--- src/rtl/core/i2c_target_byte_fsm_core_defines.svh ---
// Assertion macros used by the I2C target byte sequencer top level.
`ifndef I2C_TARGET_BYTE_FSM_CORE_DEFINES_SVH
`define I2C_TARGET_BYTE_FSM_CORE_DEFINES_SVH

// Same-cycle implication, checked on every clock edge outside reset.
`define I2CTBF_ASSERT_NOW(lbl, ante, cons, msg) \
  lbl: assert property (@(posedge clk) disable iff (!rst_n) (ante) |-> (cons)) \
    else $error(msg);

// Next-cycle implication.
`define I2CTBF_ASSERT_NEXT(lbl, ante, cons, msg) \
  lbl: assert property (@(posedge clk) disable iff (!rst_n) (ante) |=> (cons)) \
    else $error(msg);

`endif

--- src/rtl/core/i2ctbf_pkg.sv ---
// Package: types, constants and helpers for the I2C target byte sequencer.
`timescale 1ns / 1ps
package i2ctbf_pkg;

  localparam int BUFFER_DEPTH = 32;
  localparam int BUF_AW = (BUFFER_DEPTH > 1) ? $clog2(BUFFER_DEPTH) : 1;
  localparam int FILL_W = $clog2(BUFFER_DEPTH + 1);
  localparam int CMP_W  = (FILL_W > 6) ? FILL_W : 6;

  localparam int IN_DATA_W  = 24;
  localparam int OUT_DATA_W = 40;
  localparam int CFG_IDX_W  = 2;

  localparam logic [7:0] TX_START_FILL = 8'hFF;

  typedef enum logic [2:0] {
    CMD_START   = 3'd0,
    CMD_STOP    = 3'd1,
    CMD_SHIFT   = 3'd2,
    CMD_COLLIDE = 3'd3,
    CMD_BUF_RD  = 3'd4,
    CMD_BUF_WR  = 3'd5,
    CMD_SET_LEN = 3'd6
  } cmd_t;

  typedef enum logic [CFG_IDX_W-1:0] {
    REG_DEVICE_ADDR    = 2'd0,
    REG_BROADCAST_ADDR = 2'd1
  } cfg_reg_t;

  localparam logic [6:0] BCAST_ADDR_RST = 7'd9;

  typedef enum logic [6:0] {
    PH_WAIT   = 7'b0000001,
    PH_ADDR   = 7'b0000010,
    PH_SEND   = 7'b0000100,
    PH_REQACK = 7'b0001000,
    PH_CHKACK = 7'b0010000,
    PH_RECV   = 7'b0100000,
    PH_STORE  = 7'b1000000
  } phase_t;

  // Buffer port requests from the sequencer
  typedef struct packed {
    logic              we;
    logic [BUF_AW-1:0] waddr;
    logic [7:0]        wdata;
    logic              re;
    logic [BUF_AW-1:0] raddr;
  } ram_req_t;

  // Result fields known at accept; buffer data is merged as the item leaves stage one
  typedef struct packed {
    logic [7:0] tx_byte;
    logic       tx_from_ram;
    logic       rd_from_ram;
    logic       next_bits;
    logic       sda_drive;
    logic [2:0] phase;
    logic       request_pending;
    logic [6:0] target_address;
    logic [5:0] buffer_count;
  } res_t;

  typedef struct packed {
    phase_t            phase;
    logic [FILL_W-1:0] fill;
    logic [FILL_W-1:0] send_pos;
  } stat_t;

  function automatic logic [2:0] phase_code(input phase_t ph);
    logic [2:0] c;
    case (ph)
      PH_WAIT:   c = 3'd0;
      PH_ADDR:   c = 3'd1;
      PH_SEND:   c = 3'd2;
      PH_REQACK: c = 3'd3;
      PH_CHKACK: c = 3'd4;
      PH_RECV:   c = 3'd5;
      PH_STORE:  c = 3'd6;
      default:   c = 3'd0;
    endcase
    return c;
  endfunction

endpackage

--- src/rtl/core/i2c_target_byte_fsm_core.sv ---
// I2C target (slave) byte-level sequencer: top level.
// Accepts one bus event or host command per clock while the stages have room.
// The result for an item is loaded into out_tdata when it leaves stage one: the
// sequencer updates its state and issues the buffer access at the accepting
// edge, the 32-byte buffer RAM registers its read data, and that data is merged
// into the result register as stage one advances. Two items can be in flight,
// so a stalled output side holds off the input only once both stages are full.
// The buffer is not cleared at reset; read only entries that have been written.
// Configuration writes are always taken (cfg_ready is tied high) and should be
// issued while no item is in flight.
`timescale 1ns / 1ps
`include "i2c_target_byte_fsm_core_defines.svh"
module i2c_target_byte_fsm_core (
  input  logic                                clk,
  input  logic                                rst_n,
  input  logic                                in_tvalid,
  output logic                                in_tready,
  // [7:0] shifted_byte, [8] start_completed, [13:9] buffer_index,
  // [19:14] reply_length, [23:20] zero
  input  logic [i2ctbf_pkg::IN_DATA_W-1:0]    in_tdata,
  // [2:0] command
  input  logic [2:0]                          in_tuser,
  output logic                                out_tvalid,
  input  logic                                out_tready,
  // [7:0] tx_byte, [8] next_bits, [9] sda_drive, [12:10] phase,
  // [13] request_pending, [20:14] target_address, [26:21] buffer_count,
  // [34:27] read_data, [39:35] zero
  output logic [i2ctbf_pkg::OUT_DATA_W-1:0]   out_tdata,
  input  logic                                cfg_valid,
  output logic                                cfg_ready,
  input  logic [i2ctbf_pkg::CFG_IDX_W-1:0]    cfg_index,
  input  logic [6:0]                          cfg_data
);
  import i2ctbf_pkg::*;

  logic       in_accept;
  logic       s1_valid;
  logic [6:0] dev_addr_r, dev_addr_nxt;
  logic [6:0] bc_addr_r, bc_addr_nxt;
  ram_req_t   ram_req;
  res_t       res;
  stat_t      stat;
  logic [7:0] ram_rdata;

  assign in_accept = in_tvalid && in_tready;
  assign cfg_ready = 1'b1;

  always_comb begin
    dev_addr_nxt = dev_addr_r;
    bc_addr_nxt  = bc_addr_r;
    if (cfg_valid) begin
      case (cfg_reg_t'(cfg_index))
        REG_DEVICE_ADDR:    dev_addr_nxt = cfg_data;
        REG_BROADCAST_ADDR: bc_addr_nxt  = cfg_data;
        default: ;
      endcase
    end
  end

  always_ff @(posedge clk) begin
    if (!rst_n) begin
      dev_addr_r <= 7'd0;
      bc_addr_r  <= BCAST_ADDR_RST;
    end else begin
      dev_addr_r <= dev_addr_nxt;
      bc_addr_r  <= bc_addr_nxt;
    end
  end

  i2ctbf_seq u_seq (
    .clk               (clk),
    .rst_n             (rst_n),
    .accept            (in_accept),
    .command           (in_tuser),
    .shifted_byte      (in_tdata[7:0]),
    .start_completed   (in_tdata[8]),
    .buffer_index      (in_tdata[13:9]),
    .reply_length      (in_tdata[19:14]),
    .device_address    (dev_addr_r),
    .broadcast_address (bc_addr_r),
    .ram_req           (ram_req),
    .res               (res),
    .stat              (stat)
  );

  i2ctbf_ram #(
    .WIDTH (8),
    .DEPTH (BUFFER_DEPTH),
    .AW    (BUF_AW)
  ) u_buf (
    .clk   (clk),
    .we    (ram_req.we),
    .waddr (ram_req.waddr),
    .wdata (ram_req.wdata),
    .re    (ram_req.re),
    .raddr (ram_req.raddr),
    .rdata (ram_rdata)
  );

  i2ctbf_out u_out (
    .clk        (clk),
    .rst_n      (rst_n),
    .accept     (in_accept),
    .res        (res),
    .ram_rdata  (ram_rdata),
    .in_ready   (in_tready),
    .s1_valid   (s1_valid),
    .out_tvalid (out_tvalid),
    .out_tready (out_tready),
    .out_tdata  (out_tdata)
  );

  `I2CTBF_ASSERT_NOW(a_fill_in_range, 1'b1, stat.fill <= FILL_W'(BUFFER_DEPTH), "fill beyond depth")
  `I2CTBF_ASSERT_NOW(a_pos_le_fill, 1'b1, stat.send_pos <= stat.fill, "send position past fill")
  `I2CTBF_ASSERT_NOW(a_no_overrun, s1_valid && out_tvalid && !out_tready, !in_tready, "stage overrun")
  `I2CTBF_ASSERT_NEXT(a_start_addr, in_accept && in_tuser == CMD_START && in_tdata[8], stat.phase == PH_ADDR, "start did not enter address check")

endmodule

--- src/rtl/core/i2ctbf_ram.sv ---
// Generic single-write, single-read RAM with registered read data.
`timescale 1ns / 1ps
module i2ctbf_ram #(
  parameter int WIDTH = 8,
  parameter int DEPTH = 32,
  parameter int AW    = (DEPTH > 1) ? $clog2(DEPTH) : 1
) (
  input  logic             clk,
  input  logic             we,
  input  logic [AW-1:0]    waddr,
  input  logic [WIDTH-1:0] wdata,
  input  logic             re,
  input  logic [AW-1:0]    raddr,
  output logic [WIDTH-1:0] rdata
);

  logic [WIDTH-1:0] mem [DEPTH];
  logic [WIDTH-1:0] rdata_r;

  always_ff @(posedge clk) begin
    if (we) begin
      mem[waddr] <= wdata;
    end
    if (re) begin
      rdata_r <= mem[raddr];
    end
  end

  assign rdata = rdata_r;

endmodule

--- src/rtl/core/i2ctbf_seq.sv ---
// Bus-event sequencer: phase, fill, send position, address and request state.
`timescale 1ns / 1ps
module i2ctbf_seq (
  input  logic                clk,
  input  logic                rst_n,
  input  logic                accept,
  input  logic [2:0]          command,
  input  logic [7:0]          shifted_byte,
  input  logic                start_completed,
  input  logic [4:0]          buffer_index,
  input  logic [5:0]          reply_length,
  input  logic [6:0]          device_address,
  input  logic [6:0]          broadcast_address,
  output i2ctbf_pkg::ram_req_t ram_req,
  output i2ctbf_pkg::res_t    res,
  output i2ctbf_pkg::stat_t   stat
);
  import i2ctbf_pkg::*;

  phase_t            phase_r, phase_nxt;
  logic [FILL_W-1:0] fill_r, fill_nxt;
  logic [FILL_W-1:0] pos_r, pos_nxt;
  logic [6:0]        addr_r, addr_nxt;
  logic              pend_r, pend_nxt;

  logic [CMP_W-1:0]  idx_ext, rlen_ext, fill_ext;
  logic [6:0]        seen_addr;
  logic              addr_hit;
  logic              do_load;
  logic [7:0]        tx;
  logic              tx_ram, rd_ram;

  assign idx_ext   = CMP_W'(buffer_index);
  assign rlen_ext  = CMP_W'(reply_length);
  assign seen_addr = shifted_byte[7:1];
  assign addr_hit  = (device_address != 7'd0 && seen_addr == device_address) ||
                     (broadcast_address != 7'd0 && seen_addr == broadcast_address);

  always_comb begin
    phase_nxt     = phase_r;
    fill_nxt      = fill_r;
    pos_nxt       = pos_r;
    addr_nxt      = addr_r;
    pend_nxt      = pend_r;
    ram_req       = '0;
    ram_req.wdata = shifted_byte;
    do_load       = 1'b0;
    tx            = 8'd0;
    tx_ram        = 1'b0;
    rd_ram        = 1'b0;

    case (cmd_t'(command))
      CMD_START: begin
        if (start_completed) begin
          phase_nxt = PH_ADDR;
          tx        = TX_START_FILL;
        end else begin
          phase_nxt = PH_WAIT;
        end
      end
      CMD_STOP: begin
        if (phase_r == PH_STORE) begin
          pend_nxt = 1'b1;
        end
        phase_nxt = PH_WAIT;
      end
      CMD_SHIFT: begin
        case (phase_r)
          PH_ADDR: begin
            addr_nxt = seen_addr;
            // read needs something to send; bit 0 is the direction
            if (addr_hit && (!shifted_byte[0] || fill_r != '0)) begin
              phase_nxt = shifted_byte[0] ? PH_SEND : PH_RECV;
            end else begin
              phase_nxt = PH_WAIT;
            end
          end
          PH_SEND:   do_load = 1'b1;
          PH_REQACK: phase_nxt = PH_CHKACK;
          PH_CHKACK: begin
            if (shifted_byte != 8'd0) begin
              phase_nxt = PH_WAIT;
            end else begin
              do_load = 1'b1;
            end
          end
          PH_RECV:   phase_nxt = PH_STORE;
          PH_STORE: begin
            if (fill_r < FILL_W'(BUFFER_DEPTH)) begin
              ram_req.we    = 1'b1;
              ram_req.waddr = fill_r[BUF_AW-1:0];
              fill_nxt      = fill_r + 1'b1;
            end
            phase_nxt = PH_RECV;
          end
          default: ;
        endcase
      end
      CMD_COLLIDE: begin
        if (phase_r == PH_SEND || phase_r == PH_REQACK || phase_r == PH_RECV) begin
          phase_nxt = PH_WAIT;
        end
      end
      CMD_BUF_RD: begin
        if (idx_ext < CMP_W'(BUFFER_DEPTH)) begin
          ram_req.re    = 1'b1;
          ram_req.raddr = idx_ext[BUF_AW-1:0];
          rd_ram        = 1'b1;
        end
      end
      CMD_BUF_WR: begin
        if (idx_ext < CMP_W'(BUFFER_DEPTH)) begin
          ram_req.we    = 1'b1;
          ram_req.waddr = idx_ext[BUF_AW-1:0];
        end
      end
      CMD_SET_LEN: begin
        fill_nxt = (rlen_ext < CMP_W'(BUFFER_DEPTH)) ? rlen_ext[FILL_W-1:0]
                                                     : FILL_W'(BUFFER_DEPTH);
        pos_nxt  = '0;
        pend_nxt = 1'b0;
      end
      default: ;
    endcase

    // next reply byte, or zero once the reply is used up
    if (do_load) begin
      phase_nxt = PH_REQACK;
      if (pos_r < fill_r) begin
        ram_req.re    = 1'b1;
        ram_req.raddr = pos_r[BUF_AW-1:0];
        tx_ram        = 1'b1;
        pos_nxt       = pos_r + 1'b1;
      end
    end

    if (!accept) begin
      ram_req.we = 1'b0;
      ram_req.re = 1'b0;
    end
  end

  always_ff @(posedge clk) begin
    if (!rst_n) begin
      phase_r <= PH_WAIT;
      fill_r  <= '0;
      pos_r   <= '0;
      addr_r  <= 7'd0;
      pend_r  <= 1'b0;
    end else if (accept) begin
      phase_r <= phase_nxt;
      fill_r  <= fill_nxt;
      pos_r   <= pos_nxt;
      addr_r  <= addr_nxt;
      pend_r  <= pend_nxt;
    end
  end

  assign fill_ext = CMP_W'(fill_nxt);

  always_comb begin
    res.tx_byte         = tx;
    res.tx_from_ram     = tx_ram;
    res.rd_from_ram     = rd_ram;
    res.next_bits       = (phase_nxt == PH_SEND || phase_nxt == PH_CHKACK ||
                           phase_nxt == PH_RECV);
    res.sda_drive       = (phase_nxt == PH_SEND || phase_nxt == PH_REQACK ||
                           phase_nxt == PH_RECV);
    res.phase           = phase_code(phase_nxt);
    res.request_pending = pend_nxt;
    res.target_address  = addr_nxt;
    res.buffer_count    = fill_ext[5:0];
  end

  assign stat.phase    = phase_r;
  assign stat.fill     = fill_r;
  assign stat.send_pos = pos_r;

endmodule

--- src/rtl/core/i2ctbf_out.sv ---
// Result stages: merges buffer read data and holds the item for the output side.
`timescale 1ns / 1ps
module i2ctbf_out (
  input  logic                                 clk,
  input  logic                                 rst_n,
  input  logic                                 accept,
  input  i2ctbf_pkg::res_t                     res,
  input  logic [7:0]                           ram_rdata,
  output logic                                 in_ready,
  output logic                                 s1_valid,
  output logic                                 out_tvalid,
  input  logic                                 out_tready,
  output logic [i2ctbf_pkg::OUT_DATA_W-1:0]    out_tdata
);
  import i2ctbf_pkg::*;

  logic                  s1_valid_r, s1_valid_nxt;
  res_t                  s1_r;
  logic                  out_valid_r, out_valid_nxt;
  logic [OUT_DATA_W-1:0] out_data_r, out_data_nxt;
  logic                  s1_adv;
  logic [7:0]            tx_byte, read_data;

  // buffer data sits in the RAM output register while the item is in stage one
  assign s1_adv   = s1_valid_r && (!out_valid_r || out_tready);
  assign in_ready = !s1_valid_r || s1_adv;

  assign tx_byte   = s1_r.tx_from_ram ? ram_rdata : s1_r.tx_byte;
  assign read_data = s1_r.rd_from_ram ? ram_rdata : 8'd0;

  always_comb begin
    s1_valid_nxt  = accept || (s1_valid_r && !s1_adv);
    out_valid_nxt = s1_adv || (out_valid_r && !out_tready);
    out_data_nxt  = out_data_r;
    if (s1_adv) begin
      out_data_nxt = {5'd0, read_data, s1_r.buffer_count, s1_r.target_address,
                      s1_r.request_pending, s1_r.phase, s1_r.sda_drive,
                      s1_r.next_bits, tx_byte};
    end
  end

  always_ff @(posedge clk) begin
    if (!rst_n) begin
      s1_valid_r  <= 1'b0;
      out_valid_r <= 1'b0;
    end else begin
      s1_valid_r  <= s1_valid_nxt;
      out_valid_r <= out_valid_nxt;
    end
  end

  always_ff @(posedge clk) begin
    if (accept) begin
      s1_r <= res;
    end
    out_data_r <= out_data_nxt;
  end

  assign s1_valid   = s1_valid_r;
  assign out_tvalid = out_valid_r;
  assign out_tdata  = out_data_r;

endmodule
--- config.mk ---
export PLATFORM = sky130hd
export DESIGN_NAME = i2c_target_byte_fsm_core
export DESIGN_NICKNAME = d
export VERILOG_FILES = /design/src/rtl/core/i2ctbf_pkg.sv /design/src/rtl/core/i2c_target_byte_fsm_core.sv /design/src/rtl/core/i2ctbf_ram.sv /design/src/rtl/core/i2ctbf_seq.sv /design/src/rtl/core/i2ctbf_out.sv
export VERILOG_INCLUDE_DIRS = /design/src /design/src/rtl/core
export SDC_FILE = /design/constraint.sdc
export NUM_CORES = 1
export LEC_CHECK = 0
export BUFFER_PORTS_ARGS = -buffer_cell sky130_fd_sc_hd__buf_2
export CAP_MARGIN = 0
export CORE_ASPECT_RATIO = 0.75
export CORE_MARGIN = 8
export CORE_UTILIZATION = 55
export DETAILED_ROUTE_END_ITERATION = 7
export HOLD_SLACK_MARGIN = 0.05
export PLACE_DENSITY_LB_ADDON = 0.05
export SLEW_MARGIN = 20
export SYNTH_ARGS = -nofsm -noshare
export SYNTH_HDL_FRONTEND = slang
export SYNTH_HIERARCHICAL = 1
export SYNTH_SLANG_ARGS = --single-unit
--- constraint.sdc ---
create_clock -name clk -period 7.62 [get_ports clk]
set_clock_uncertainty 0.05 [all_clocks]
set_input_delay 0.762 -clock clk [delete_from_list [all_inputs] [get_ports clk]]
set_output_delay 0.762 -clock clk [all_outputs]
set_load 0.1 [all_outputs]
# Yosys cells after proc, flatten, opt, wreduce, memory -nomap -nowiden
# Memories as Yosys holds them, arrays and structs flattened. A register that Yosys moved wholly into a read port is not among the register bits.
# Index checks and enable logic that the tools add are counted.
# Widths: inputs -> output; s select.
# word_totals
ff_bits,107
latchBits,0
ramBits,256
rom_bits,0
in_bits,41
n_memories,1
# op_classes
n_addsub,2
mul,0
div,0
magnitude_cmp,4
eq_ne,21
n_shift,0
muxes,38
bitwise,0
reduce_logical,32
# mem_list
name,words,width,read_ports,rd_ports_with_merged_regs,write_ports,line,text
u_buf.mem,32,8,1,1,1,i2ctbf_ram.sv:17,logic [WIDTH-1:0] mem [DEPTH];
# op_table
operator,n
$mux 6,13
$mux 7,6
$pmux 7 s5,1
$pmux 7 s4,1
$pmux 6 s2,2
$pmux 3 s6,1
$mux 8,2
$eq 7x2->1 const B,2
$eq 7x3->1 const B,2
$eq 7x4->1 const B,2
$eq 7x5->1 const B,2
$eq 7x6->1 const B,2
$eq 7x7->1,2
$eq 7x7->1 const B,2
$reduce_bool 7->1,2
$add 6x1->6 const B,2
$logic_or 1x1->1,12
$lt 6x6->1 const B,2
$eq 3x3->1 const B,3
$mux 1,9
$reduce_bool 8->1,1
$logic_and 1x1->1,7
$eq 3x2->1 const B,2
$lt 5x6->1 const B,1
10 further kinds,16

# Longest topological paths before layout
# Gate-level depths: netlist of the first run.
# depth
ltp_word,11
depth_mapped,13
ltp_nobuf,10

# Modules after synthesis
# Netlist of the first run, hierarchy kept.
# by_module_without_submodules
module,n_inst,cells_per_inst,area_each_um2
i2ctbf_ram,1,417,10133.5
i2ctbf_seq,1,355,2836.5
i2ctbf_out,1,95,2223.4
i2c_target_byte_fsm_core,1,60,578.1

# Least setup slack after synthesis of the first run
# No wires, ideal clock.
# synth_timing
path_kind,register -> register
from,"reg u_out.out_valid_r, in the netlist u_out/out_tvalid"
to,mem u_buf.mem[0][0] (enable)
setup_time_ps,370
arrival_time_ps,4237
required_ps,7200
slack_ps,2962
path_stages_with_launch,10
cell_sequence,dfxtp_1 nor2b_1 nand2_1 and2_1 inv_1 clkbuf_1 nor2_1 or3b_2 clkbuf_1 nor2_1
# synth_rtl
element,line,text
start: declaration,i2ctbf_out.sv:19,"logic out_valid_r, out_valid_nxt;"
start signal: assignment,i2ctbf_out.sv:48,out_valid_r <= out_valid_nxt;
end: declaration,i2ctbf_ram.sv:17,

==> summary.md, run 1 <==
| Metric | Value |
|---|---|
| Outcome | completed |
| Mapped Area | 15800 sq um |
| H-tree depth | 2 |
| Worst-path fanout max | 36 |
| Number of post-CTS setup repair buffers | 0 |
| Seq pwr share | 51.9% |
| Unrepaired setup endpoints after global routing | no |
| Die Ht | 163 um |
| Number of global-route vias before repair | 8642 |
| Slew HR | 29.6% |
| Resize count post-CTS | 0 |
| Final max-slew violation count | 0 |
| # fillers | 2029 |
| Distinct cells, synth | 82 |
| Crit Path Class | input port to flop |
| Final setup fails | 0 |
| CP Launch Type | input port |
| Post-detail-place hpwl | 22100 um |
| Hold Buf Count CTS | 0 |
| First DRT Iteration DRCs | 911 |
| Most common cell after layout, fill and taps aside | edfxtp_1 |
| Commonest cells after routing, fill and taps aside | edfxtp_1, mux4_2, buf_2 |
| I/O Pins | 84 |
| # nets final | 1032 |
| Initial core utilization | 56.1% |
| Fin crit period | 5.05 ns |
| Top FF cell, synth | edfxtp_1 |
| Antenna violations before repair | 1 |
| Net switching power | 0.956 mW |
| DR pass1 iterations | 5 |
| Power consumption | 4.37 mW |
| Clock sink count | 371 |
| Avg Inst Size Synth | 17.0 sq um |
| Setup crit end kind | flop |
| Clock share of power | 41.4% |
| Post-synth top area share | 62.5% |
| Static leakage | 5.85 nW |
| Crit. Startpoint | in_tdata[1] |
| PwrDens | 250 nW/um^2 |
| DR WL/cell | 24.2 um |
| Worst r2r src | u_seq/phase_r[4]$_SDFFE_PN0P_ |
| Syn. warnings | 6 |
| Hold violation total from the final report | 0 |
| Worst EP arrival | 5.25 ns |
| DRC | 0 |
| Max VDD drop | 0.000223 V |
| Largest net degree at the start of global routing | 54 |
| Critical path destination | u_buf/rdata[1]$_DFFE_PP_ |
| Max Buffers Root-to-Sink | 3 |
| Crit share post-route | 66.3% |
| Yosys top cell by area | edfxtp_1 |
| Total routed wirelength | 33800 um |
| Layout cells sized above 1 | 27.0% |
| Row count | 53 |
| Final sum of negative setup slack | 0 ns |
| Sw frac | 21.9% |
| Core Region | 28100 sq um |
| Vias | 8565 |
| Area Growth Syn to Fin | 10.9% |
| Post-synth EDFFs | 328 |
| Port bufs | 73 |
| Overflow after GRT | 0 |
| Die Area | 34400 sq um |
| Fraction of registers with async set or reset after synthesis | 0% |
| Area of the multi-input gates | 4580 sq um |
| Max-cap violations | 0 |
| Main area contributors after synthesis | edfxtp_1, mux4_2, dfxtp_1 |
| Gpl congestion | 0.920 |
| CTS Root Cell | clkbuf_16 |
| CTS clock-pin slew for the worst setup and hold paths | 0.06 ns |
| R2r endpoint | u_buf/rdata[1]$_DFFE_PP_ |
| Part of the Yosys area used for sequential elements | 67.9% |
| Int Power | 3.41 mW |
| Worst path required time | 7.82 ns |
| R2R cell count | 11 |
| Vias per Instance | 6.15 |
| Post-route antenna net violation count | 0 |
| # diodes | 0 |
| FF+latch area | 10700 sq um |
| Worst skew pair latency | 0.51 ns |
| TritonCTS clock tree | yes |
| CTS buffer count | 37 |
| Yosys reg bits | 371 |
| Die Width | 212 um |
| R2R setup slack | 2.70 ns |
| Global-route wire length before repair | 51500 um |
| Worst hold path type | flop to flop |
| Logic pwr share | 6.7% |
| Global-route usage over all layers | 19.6% |
| Actual slew at the worst max-slew pin | 1.05 ns |
| Synth Instances | 927 |
| Fmax | 198 MHz |
==> worst min-delay path by stage <==
stage | startpoint | end | slack, ns | depth (start not counted)
2_1_floorplan | u_out/s1_r[14]$_DFFE_PP_ | u_out/out_tdata[10]$_DFFE_PP_ | 0.35 | 0
3_3_place_gp | u_out/s1_r[6]$_DFFE_PP_ | u_out/out_tdata[14]$_DFFE_PP_ | 0.35 | 0
3_5_place_dp | u_out/s1_r[16]$_DFFE_PP_ | u_out/out_tdata[12]$_DFFE_PP_ | 0.35 | 0
4_1_cts | u_out/s1_r[11]$_DFFE_PP_ | u_out/out_tdata[19]$_DFFE_PP_ | 0.37 | 0
5_1_grt | u_out/s1_r[11]$_DFFE_PP_ | u_out/out_tdata[19]$_DFFE_PP_ | 0.37 | 0
6_report | u_out/s1_r[11]$_DFFE_PP_ | u_out/out_tdata[19]$_DFFE_PP_ | 0.37 | 0
==> through the flow <==
stage | utilization, % | cells | setup slack (ns) | instance area, sq um | hold WS, ns
final | 62.2 | 1393 | 2.57 | 17500 | 0.367
after global routing | 62.2 | 1393 | 2.28 | 17500 | 0.374
after CTS | 62.2 | 1393 | 2.49 | 17500 | 0.368
after detailed placement | 57.9 | 1328 | 1.97 | 16300 | 0.355
after global placement | 57.8 | 1327 | 1.82 | 16300 | 0.351
after floorplan | - | 931 | 2.96 | 15800 | 0.350
==> flip-flops by register name (all words and copies together) (netlist names), 6 cells and up <==
name             cells
u_seq/addr_r         7
u_buf/mem          256
u_seq/pos_r          6
bc_addr_r            7
u_out/s1_r          29
u_buf/rdata          8
u_out/out_tdata     35
u_seq/fill_r         6
dev_addr_r           7
u_seq/phase_r        7
==> metal layers <==
| metal | vias to the layer above | track usage (%) | part of all wire, % |
|---|---|---|---|
| met1 | 4365 | 29.1 | 45 |
| met5 | - | 0 | 0 |
| met2 | 383 | 30.3 | 46 |
| met4 | 0 | 4.45 | 1.8 |
| met3 | 55 | 3.38 | 7.6 |
| li1 | 3762 | - | - |
==> kinds of logic after synthesis <==
group / Yosys count / share of synthesized area, %
flip-flops: 371 / 67.9
AND/OR/NAND/NOR: 219 / 7.64
multiplexers: 120 / 14.3
AO/OA/AOI/OAI: 100 / 4.97
buffers and inverters: 86 / 3.28
XOR/XNOR: 20 / 1.11
adder cells (fa/ha/maj): 9 / 0.714
other: 2 / 0.0476
==> Yosys cell counts (all sizes together), types with 5 or more instances <==
library cell    n
a211oi          5
a21oi          15
a22o           11
and2           12
buf            52
clkbuf         18
dfxtp          43
edfxtp        328
ha              9
inv            15
mux2           23
mux2i          17
mux4           80
nand2          49
nand3          14
nand3b          7
nand4           5
nor2           56
nor2b          11
nor3           17
nor3b           5
nor4            9
o211a          13
o211ai          5
o21ai          13
or2             9
xnor2           9
xor2           11
==> final cells by class <==
class                      count  area share (%)
tap                          385            2.75
timing repair buffer          82            2.59
clock inverter                17            1.10
inverter                      16           0.343
multi-input combinational    474            26.2
clock buffer                  48            5.83
sequential                   371            61.2
==> power groups by stage <==
stage	clock network [mW]	logic [mW]	registers [mW]
2_1_floorplan	0	0.166	2.37
3_3_place_gp	0	0.285	2.31
3_5_place_dp	0	0.293	2.31
4_1_cts	1.85	0.294	2.27
5_1_grt	1.94	0.311	2.27
6_report	1.81	0.294	2.27
==> critical path, cell delays in order <==
cell     delay [ns]
buf_2          0.33
or4_4          0.64
nor4_4         0.32
a31o_2         0.21
and2_2         0.20
o211a_1        0.36
a22o_4         0.52
buf_16         0.30
buf_4          0.23
mux4_2         0.55
mux4_2         0.48
mux2_2         0.29
No activity file was read; power rests on OpenSTA's default activity.
==> inputs of run 2 (changes only) <==
Settings changed: ABC_AREA set to 1.
Clock period 7.62 ns to 4.5 ns, I/O delays scaled along.
==> run 2 against run 1 <==
Final cell count increased by 51%. Die area increased by 5.1%. Power increased by 70%. Global-route usage increased by 1.5 points. Largest cell class unchanged. Clock-buffer cell count decreased by 1. Register-to-register slack got worse by 1.9 ns. Highest routed layer unchanged.
==> summary.md, run 2 <==
| Metric | Value |
|---|---|
| Outcome | completed |
| Top post-synthesis cells by count | nand2_1, edfxtp_1, nand3_1, inv_1, nor2_1 |
| First DRT Iteration DRCs | 1209 |
| Part of the Yosys area used for sequential elements | 64.3% |
| Final max-slew violation count | 0 |
| Mapped Area | 16700 sq um |
| PwrDens | 406 nW/um^2 |
| Synth Instances | 1631 |
| # diodes | 0 |
| Number of global-route vias before repair | 10600 |
| # nets final | 1726 |
| Initial core utilization | 55.5% |
| Actual slew at the worst max-slew pin | 0.913 ns |
| Distinct cells, synth | 41 |
| Die Area | 36200 sq um |
| DR WL/cell | 18.2 um |
| R2R cell count | 18 |
| Worst hold path type | input port to flop |
| Max Buffers Root-to-Sink | 3 |
| Top FF cell, synth | edfxtp_1 |
| Die Ht | 167 um |
| Die Width | 217 um |
| Commonest cells after routing, fill and taps aside | nand2_1, edfxtp_1, nand3_1 |
| Port bufs | 73 |
| Unrepaired setup endpoints after global routing | no |
| Power consumption | 7.42 mW |
| FF+latch area | 10700 sq um |
| Global-route usage over all layers | 21.1% |
| Worst r2r src | u_seq/fill_r[4]$_SDFFE_PN0P_ |
| Post-route antenna net violation count | 0 |
| Largest net degree at the start of global routing | 129 |
| Worst path required time | 4.72 ns |
| Post-detail-place hpwl | 24200 um |
| Row count | 55 |
| TritonCTS clock tree | yes |
| Crit path cell chain | inv_1, ha_1, nand2_1, inv_1, nand4_1, o211ai_1, nor2_2, inv_2, o22ai_4, inv_2, buf_4, nand3_1, nand3_1, nand2_1, nand2_1, nand2_1, nand2_1, nand2_1 |
| DR pass1 iterations | 5 |
| Resize count post-CTS | 0 |
| Post-synth top area share | 59.1% |
| Hold violation total from the final report | 0 |
| Yosys top cell by area | edfxtp_1 |
| Crit share post-route | 82.2% |
| Antenna violations before repair | 0 |
| Vias | 11400 |
| H-tree depth | 2 |
| Final sum of negative setup slack | 0 ns |
| Static leakage | 7.17 nW |
| Worst path bufs/invs | 5 |
| Gpl congestion | 0.921 |
| Area Growth Syn to Fin | 9.59% |
| Most common cell on crit path | nand2_1 |
| Hold wc startpoint | cfg_data[4] |
| Setup crit end kind | flop |
| Max-cap violations | 0 |
| Worst skew pair latency | 0.52 ns |
| Crit Path Class | flop to flop |
| Clock sink count | 371 |
| Fin crit period | 3.70 ns |
| Fraction of registers with async set or reset after synthesis | 0% |
| Vias per Instance | 5.45 |
| Main area contributors after synthesis | edfxtp_1, nand2_1, nand3_1 |
| Area of the multi-input gates | 4780 sq um |
| CTS buffer count | 37 |
| Layout cells sized above 1 | 12.7% |
| Total routed wirelength | 38300 um |
| Slew HR | 38.9% |
| Crit. path cell count | 18 |
| Worst-path fanout max | 40 |
| Fmax | 270 MHz |
| CTS Root Cell | clkbuf_16 |
| DRC | 0 |
| Top-count cell post-synth | nand2_1 |
| Crit. Startpoint | u_seq/fill_r[4]$_SDFFE_PN0P_ |
| CTS clock-pin slew for the worst setup and hold paths | 0.06 ns |
| Post-synth EDFFs | 328 |
| CP Launch Type | flop |
| Most common cell after layout, fill and taps aside | nand2_1 |
| Overflow after GRT | 0 |
| # fillers | 2546 |
| Worst EP arrival | 3.92 ns |
| Core Region | 30000 sq um |
| Critical path's slowest cell | inv_2 |
| Hold Buf Count CTS | 0 |
| Hold path depth | 3 |
| Max VDD drop | 0.000372 V |
| Avg Inst Size Synth | 10.2 sq um |
| Number of post-CTS setup repair buffers | 0 |
| Final setup fails | 0 |
| Syn. warnings | 6 |
| Global-route wire length before repair | 60500 um |
| Max reg flops | 256 |
| Crit-path max cell delay | 0.62 ns |
| I/O Pins | 84 |
| Cell family with most CP delay | buffers and inverters |
| Yosys reg bits | 371 |
| Largest Register | u_buf/mem |
-- run 2: cell types whose count changed after synthesis, moves of 31 or more --
| cell | previous run | this run |
|---|---|---|
| o21ai_0 | 12 | 43 |
| nand2_1 | 47 | 501 |
| nor2_1 | 55 | 87 |
| inv_1 | 15 | 121 |
| mux4_2 | 80 | 0 |
| nand3_1 | 14 | 244 |
| a21oi_1 | 14 | 47 |
-- run 2: through the flow --
| stage | setup WS, ns | hold slack [ns] | area, sq um | std cells | utilization [%] |
|---|---|---|---|---|---|
| floorplan | 0.132 | 0.350 | 16700 | 1635 | - |
| global placement | 0.774 | 0.354 | 17100 | 2035 | 56.9 |
| detailed placement | 0.772 | 0.357 | 17100 | 2035 | 56.9 |
| CTS | 0.846 | 0.114 | 18200 | 2096 | 60.8 |
| global route | 0.505 | 0.125 | 18300 | 2097 | 60.9 |
| finish | 0.802 | 0.132 | 18300 | 2097 | 60.9 |
-- run 2: cells by family (layout without fill, tap and decap cells) --
logic type / Yosys count / after routing / share of synthesized area (%)
fa+ha+maj: 9 / 9 / 0.676
other cells: 2 / 6 / 0.0451
xor+xnor: 7 / 7 / 0.368
buf+inv: 233 / 296 / 7.35
compound gates: 127 / 127 / 4.37
flops: 371 / 371 / 64.3
simple gates: 882 / 882 / 22.9
-- run 2: area by class of cell --
cell class,count,area share (%)
Sequential cell,371,58.7
Multi-Input combinational cell,1031,26.2
Clock buffer,47,5.44
Timing Repair Buffer,96,3.13
Inverter,139,2.88
Tap cell,399,2.73
Clock inverter,14,0.953
-- run 2: worst register-to-register path, cell delays in order, from the launching register on --
cell and delay [ns]:
dfxtp_1 0.40, inv_1 0.15, ha_1 0.32, nand2_1 0.07, inv_1 0.06, nand4_1 0.09, o211ai_1 0.14, nor2_2 0.07
inv_2 0.27, o22ai_4 0.12, inv_2 0.62, buf_4 0.45, nand3_1 0.14, nand3_1 0.19, nand2_1 0.07, nand2_1 0.06
nand2_1 0.06, nand2_1 0.06, nand2_1 0.06
-- run 2: worst paths after layout --
kind / endpoint / slack [ns]
worst min-delay path: bc_addr_r[4]$_SDFFE_PN0P_ / 0.13
worst max-delay path: u_buf/rdata[7]$_DFFE_PP_ / 0.80
worst max register to register: u_buf/rdata[7]$_DFFE_PP_ / 0.80
worst min register to register: u_out/out_tdata[20]$_DFFE_PP_ / 0.37
-- run 2: power by group --
group          switching, mW  leakage, nW  internal, mW  total (mW)
Sequential            0.0342         3.36          3.81        3.84
Clock                   1.21        0.575          1.78        2.99
Combinational          0.453         3.24         0.131       0.583
-- run 2: metal layers --
metal | track usage [%] | wire length [um] | part of all wire (%) | vias up
met5 | 0 | 0 | 0 | -
met4 | 4.99 | 734 | 1.9 | 0
met3 | 3.64 | 3190 | 8.3 | 58
met2 | 30.5 | 16100 | 42 | 387
met1 | 32.6 | 18200 | 48 | 5415
li1 | - | - | - | 5571
